File: src/sv/assert_macros.svh
// ----------------------------------------------------------------------------
// Assertion macros
// Shared concurrent assertion helpers for the frame transform block.
// ----------------------------------------------------------------------------
`ifndef ASSERT_MACROS_SVH
`define ASSERT_MACROS_SVH

`ifndef SYNTH
// Checked on every clock edge outside reset.
`define RMFT_ASSERT(lbl, prop, msg) \
    lbl: assert property (@(posedge i_clk) disable iff (!i_rst_n) prop) else $error(msg);
// Checked on every clock edge, reset included.
`define RMFT_ASSERT_ALWAYS(lbl, prop, msg) \
    lbl: assert property (@(posedge i_clk) prop) else $error(msg);
`else
`define RMFT_ASSERT(lbl, prop, msg)
`define RMFT_ASSERT_ALWAYS(lbl, prop, msg)
`endif

`endif

File: src/sv/rmft_pkg.sv
// ----------------------------------------------------------------------------
// Frame transform package
// Word types, fixed-point widths and the CORDIC arctangent table.
// ----------------------------------------------------------------------------
`timescale 1ns / 1ps

package rmft_pkg;

    localparam int XW = 36;
    localparam int ZW = 34;
    localparam int PW = XW + 32;

    localparam logic [31:0] INV_GAIN = 32'd652032874;

    localparam logic [2:0] REG_MOUNT_X_0     = 3'd0;
    localparam logic [2:0] REG_MOUNT_X_1     = 3'd1;
    localparam logic [2:0] REG_MOUNT_Y_0     = 3'd2;
    localparam logic [2:0] REG_MOUNT_Y_1     = 3'd3;
    localparam logic [2:0] REG_MOUNT_ANGLE_0 = 3'd4;
    localparam logic [2:0] REG_MOUNT_ANGLE_1 = 3'd5;

    localparam logic [31:0] ATAN_TAB [32] = '{
        32'h20000000, 32'h12E4051E, 32'h09FB385B, 32'h051111D4, 32'h028B0D43,
        32'h0145D7E1, 32'h00A2F61E, 32'h00517C55, 32'h0028BE53, 32'h00145F2F,
        32'h000A2F98, 32'h000517CC, 32'h00028BE6, 32'h000145F3, 32'h0000A2FA,
        32'h0000517D, 32'h000028BE, 32'h0000145F, 32'h00000A30, 32'h00000518,
        32'h0000028C, 32'h00000146, 32'h000000A3, 32'h00000051, 32'h00000029,
        32'h00000014, 32'h0000000A, 32'h00000005, 32'h00000003, 32'h00000001,
        32'h00000001, 32'h00000000
    };

    typedef struct packed {
        logic        scanner_sel;
        logic [15:0] mark_distance_mm;
        logic [15:0] mark_angle_raw;
    } t_in_word;

    typedef struct packed {
        logic        [15:0] sensor_distance_mm;
        logic signed [15:0] sensor_angle;
        logic        [16:0] platform_distance_mm;
        logic signed [15:0] platform_angle;
    } t_out_word;

    typedef struct packed {
        logic        [15:0] d;
        logic signed [15:0] s_ang;
        logic               flip;
        logic signed [15:0] mx;
        logic signed [15:0] my;
        logic               base;
        logic               origin;
    } t_side;

endpackage

File: src/sv/rmft_cordic_stage.sv
// ----------------------------------------------------------------------------
// CORDIC stage
// One registered micro-rotation, in rotation or vectoring mode.
// ----------------------------------------------------------------------------
`timescale 1ns / 1ps

module rmft_cordic_stage
    import rmft_pkg::*;
#(
    parameter int STEP   = 0,
    parameter bit VECTOR = 1'b0
) (
    input  logic                 i_clk,
    input  logic                 i_rst_n,
    input  logic                 i_en,
    input  logic                 i_valid,
    input  logic signed [XW-1:0] i_x,
    input  logic signed [XW-1:0] i_y,
    input  logic signed [ZW-1:0] i_z,
    input  t_side                i_side,
    output logic                 o_valid,
    output logic signed [XW-1:0] o_x,
    output logic signed [XW-1:0] o_y,
    output logic signed [ZW-1:0] o_z,
    output t_side                o_side
);

    localparam int SH = STEP % 32;
    localparam logic signed [ZW-1:0] ANG = ZW'(ATAN_TAB[SH]);

    logic                 r_valid;
    logic signed [XW-1:0] r_x;
    logic signed [XW-1:0] r_y;
    logic signed [ZW-1:0] r_z;
    t_side                r_side;
    logic                 pos;
    logic signed [XW-1:0] xs;
    logic signed [XW-1:0] ys;

    always_comb begin
        xs  = i_x >>> SH;
        ys  = i_y >>> SH;
        pos = VECTOR ? !i_y[XW-1] : !i_z[ZW-1];
    end

    always_ff @(posedge i_clk) begin
        if (!i_rst_n) begin
            r_valid <= 1'b0;
        end else if (i_en) begin
            r_valid <= i_valid;
        end
        if (i_en) begin
            r_side <= i_side;
            if (pos != VECTOR) begin
                r_x <= i_x - ys;
                r_y <= i_y + xs;
                r_z <= i_z - ANG;
            end else begin
                r_x <= i_x + ys;
                r_y <= i_y - xs;
                r_z <= i_z + ANG;
            end
        end
    end

    assign o_valid = r_valid;
    assign o_x     = r_x;
    assign o_y     = r_y;
    assign o_z     = r_z;
    assign o_side  = r_side;

endmodule

File: config.mk
export PLATFORM = sky130hd
export DESIGN_NAME = rmft_cordic_stage
export DESIGN_NICKNAME = d
export VERILOG_FILES = /design/src/sv/assert_macros.svh /design/src/sv/rmft_pkg.sv /design/src/sv/rmft_cordic_stage.sv
export SDC_FILE = /design/constraint.sdc
export NUM_CORES = 1
export LEC_CHECK = 0
export BUFFER_PORTS_ARGS = -buffer_cell sky130_fd_sc_hd__buf_2
export CAP_MARGIN = 20
export CORE_MARGIN = 3
export CORE_UTILIZATION = 48
export CTS_CLUSTER_SIZE = 28
export DETAILED_ROUTE_END_ITERATION = 10
export GPL_TIMING_DRIVEN = 0
export PLACE_DENSITY = 0.84
export SYNTH_ARGS = -nofsm -noshare
export SYNTH_HDL_FRONTEND = slang
export SYNTH_SLANG_ARGS = --single-unit
File: constraint.sdc
create_clock -name i_clk -period 2.7 [get_ports i_clk]
set_input_delay 0.135 -clock i_clk [delete_from_list [all_inputs] [get_ports i_clk]]
set_output_delay 0.135 -clock i_clk [all_outputs]
set_load 0.05 [all_outputs]
# [After elaboration in Yosys (flattened, before gate mapping)]
# Cells that the tools add are included.
[totals] reg_bits=174 latchBits=0 ram_bits=0 mem_bits_ro=0 in_bits=177 out_inout_bits=174 elab_cells=19 memories=0
[classes] n_addsub=5 n_mul=0 div_mod_pow=0 magnitude_cmp=0 n_eq_ne=0 n_shift=0 mux=3 n_bitwise=0 n_reduce_logical=0
[ops] cell="36-bit 2-to-1 mux" count=2
[ops] cell="36-bit subtractor" count=2
[ops] cell="36-bit adder" count=1
[ops] cell="34-bit by 31-bit adder with 34-bit output, second input constant" count=1
[ops] cell="34-bit 2-to-1 mux" count=1
[ops] cell="34-bit by 31-bit subtractor with 34-bit output, second input constant" count=1

# [Depth between registers and ports, before layout]
[logic_depth] word_depth=2 depth_mapped=13 depth_no_buf=12

# [Least setup slack after synthesis]
# OpenSTA, ideal clock, no wires.
[synth_path] path_kind="input-to-reg" startpoint="in i_x[9]" endpoint="reg r_x[34] (netlist: o_x[34]) (data pin)" setup_ns=0.167 arrival_time_ns=2.736 required_ns=2.533 setup_slack_ns=-0.203 stages=12 path_buffers=1 cell_sequence="inv_1 -> ha_1 -> buf_2 -> nor4_1 -> nand3_1 -> a31oi_1 -> nor3_1 -> nor4_1 -> o21ai_1 -> a21oi_1 -> mux2_2 -> a211oi_1"
[synth_via] elab_chain_len=2 word_cells_on_any_way=3 classes_between="2 x add/sub; 1 x mux"
[synth_rtl] item="from (decl)" line_no="rmft_cordic_stage.sv:17" source="input logic signed [XW-1:0] i_x,"
[synth_rtl] item="36-bit subtractor / 36-bit adder (equally long branches)" line_no="rmft_cordic_stage.sv:55, rmft_cordic_stage.sv:59"
[synth_rtl] item="36-bit 2-to-1 mux *" line_no="rmft_cordic_stage.sv:54" source="if (pos != VECTOR) begin"
[synth_rtl] item="to (signal assigned)" line_no="rmft_cordic_stage.sv:55" source="r_x <= i_x - ys;"
[synth_rtl] item="to (signal assigned)" line_no="rmft_cordic_stage.sv:59" source="r_x <= i_x + ys;"
[synth_rtl] item="to (decl)" line_no="rmft_cordic_stage.sv:32" source="logic signed [XW-1:0] r_x;"
# Mark *: on every way between the ends. The rest lies on a longest branch, timed or not.
# A chain may end at the register's enable or synchronous reset.

# [Worst setup path after layout]
[layout_path] startpoint="in i_x[8]" endpoint="reg r_x[35] (netlist: o_x[35]) (data pin)"
# The elaborated chain is that of the path after synthesis.

==> results.yml <==
synthesis:
  ys_ff_latch: 173
  syn_inst: 1182
  ys_warn_count: 0
  seq_area_frac_synth_pct: 44.2
  async_reset_ff_share_pct: 0
  synth_edf_count: 172
  netlist_area_um2: 11700
  synth_cell_types: 74
  synth_fp_nets: 1471
  ys.flop_type: "edfxtp_1"
  syn_area_per_cell_um2: 9.93
clock_network:
  cts_tree: "done"
  h-tree-depth: 4
  clock_path_buffers: 2
  cts_sinks: 173
  clock_latency_ns: 0.43
  cts-root-buf: "clkbuf_16"
  cts_buffers: 17
  path_clk_slew_ns: 0.07
global_routing:
  grt_pass1_wl_um: 67000
  grt_remaining_overflow: 0
  track_usage_pct: 33.0
  grt_pass1_vias: 11700
  antenna_found_initial: 2
  grt_max_degree: 103
critical_path:
  end_kind: "register"
  critPathLaunchType: "primary input"
  critical_path_class: "in -> reg"
  path_max_fanout: 10
  worstPathRequired_ns: 2.88
  cp.arrival_ns: 2.96
sta:
  timing.final.crit_share_pct: 103
  rsz0062_at_grt: "true"
  max_freq_mhz: 359
  timing.slew.headroom_pct: 32.1
  drv_slew: 0
  hold_viol_final: 0
  worstMarginPinSlew_ns: 1.02
  finClkSkew_ns: 0
  setup_slack_ns: -0.0818
  setup_viol: 2
  period_minus_slack_ns: 2.78
cells_and_area:
  finalNetCount: 1969
  layout_commonest_cell: "buf_2"
  utilization_pct: 68.8
  drive_gt1_share_pct: 31.3
  area_growth_pct: 39.4
  layout_common_cells: "buf_2, edfxtp_1, a21oi_1, inv_1, ha_1"
  finalNonFillerCells: 2014
detailed_routing:
  finalWirelength_um: 46100
  vias_per_cell: 5.91
  via_count: 11900
  remaining_drc_errors: 0
  dr.pass1.iters: 6
  ant_nets: 0
  route.detailed.wl_per_inst_um: 22.9
  dr.first_iter.drc_count: 1296
floorplanning:
  core_um2: 23800
  dieArea_um2: 26400
  die_h_um: 162
  rows: 56
  die_x_um: 162
  ios: 351
  start_util_pct: 49.4
pwr:
  p_leak_uw: 0.00706
  powerDensity_nw_per_um2: 591
  ir_worst_vdd_v: 0.000318
placement:
  gp_congestion: 1.04
  dp_hpwl_um: 32700
  dp.cells: 1852
  io_buffer_count: 350
outcome:
  violations: "negative setup slack"
  status: "finished, violations left"
job:
  drv_cap: 0
min_path:
  min_path_type: "in -> reg"
==> where the power goes <==
group / internal (uW) / switching [uW] / total (uW)
clock: 1230 / 1220 / 2440
combinational: 1130 / 2660 / 3780
sequential: 3360 / 88.5 / 3440
==> logic make-up after synthesis <==
family	synth area share [%]
AOI/OAI and AO/OA	20.3
and+or+nand+nor	11.6
muxes	1.38
buffers and inverters	5.21
DFF	44.2
adders and majority gates	12.2
xor gates and xnor gates	5.15
==> worst max-delay path, stage by stage <==
cell	delay (ns)
buf_2	0.11
inv_1	0.05
ha_1	0.33
buf_2	0.20
a21o_1	0.18
a21oi_1	0.28
o21ai_0	0.15
a311o_1	0.36
a21boi_2	0.28
o21ai_4	0.15
a2111oi_1	0.45
a21oi_1	0.12
xnor2_1	0.16
==> stage by stage <==
stage	worst slack [ns]	instance area [um2]	hold WS [ns]	setup TNS (ns)	power (uW)
after floorplan	-0.00410	11800	0.234	-0.00410	5830
after global placement	-1.07	13900	0.312	-123.36	6800
after detailed placement	-1.12	14000	0.313	-27.46	6830
after CTS	-0.136	15800	0.0690	-0.191	9450
after global routing	-0.0761	16400	0.0993	-0.309	10000
final	-0.0818	16400	0.102	-0.116	9670
==> area by class of cell <==
class                      instances  area, um2
timing repair buffer             480       3020
inverter                         107        413
antenna                            3       7.51
clock inverter                    14        143
multi-input combinational        851       6510
clock buffer                      17        425
sequential                       173       5180
fill                            1759       7400
tap                              319        399
buffer                            50        251
==> worst paths after layout <==
check	from	to	slack, ns	cells past startpoint
max reg2reg	o_valid	o_valid	1.48	3
min reg2reg	o_valid	o_valid	1.12	3
max	i_x[8]	o_x[35]	-0.08	13
min	i_z[30]	o_z[30]	0.10	2
==> sequential cells by signal, indices dropped and copies added (netlist names) <==
register,flops
o_z,34
o_valid,1
o_side,67
o_y,35
o_x,36
==> synth_stat cells (16+ instances only) <==
cell type  instances  share of area (%)
inv_1            105                3.4
nor3_1            24                1.0
xnor2_1           59                4.4
a21oi_1          131                5.6
edfxtp_1         172                 44
nor2_1            87                2.8
o21ai_0           84                3.6
o21bai_1          19                1.2
a21o_1            20                1.3
nand2_1           64                2.0
nand4_1           16               0.85
clkbuf_1          32                1.0
ha_1             108                 12
==> layer usage <==
layer	vias to the layer above	wire length (um)	track usage, %
met2	804	22300	55.6
met4	0	2680	18.3
li1	5309	-	-
met1	5641	17000	40.7
met5	-	0	0
met3	149	4060	5.11
==> repair_timing <==
| action | CTS | global route |
|---|---|---|
| gates cloned | 0 | 0 |
| endpoints found under the hold margin | 98 | 0 |
| endpoints found under the setup margin | 35 | 27 |
| resized for setup | 65 | 81 |
| pin swaps | 6 | 35 |
| hold buffers | 99 | 0 |
| setup buffers | 5 | 25 |
No activity file was read; power rests on OpenSTA's default activity.
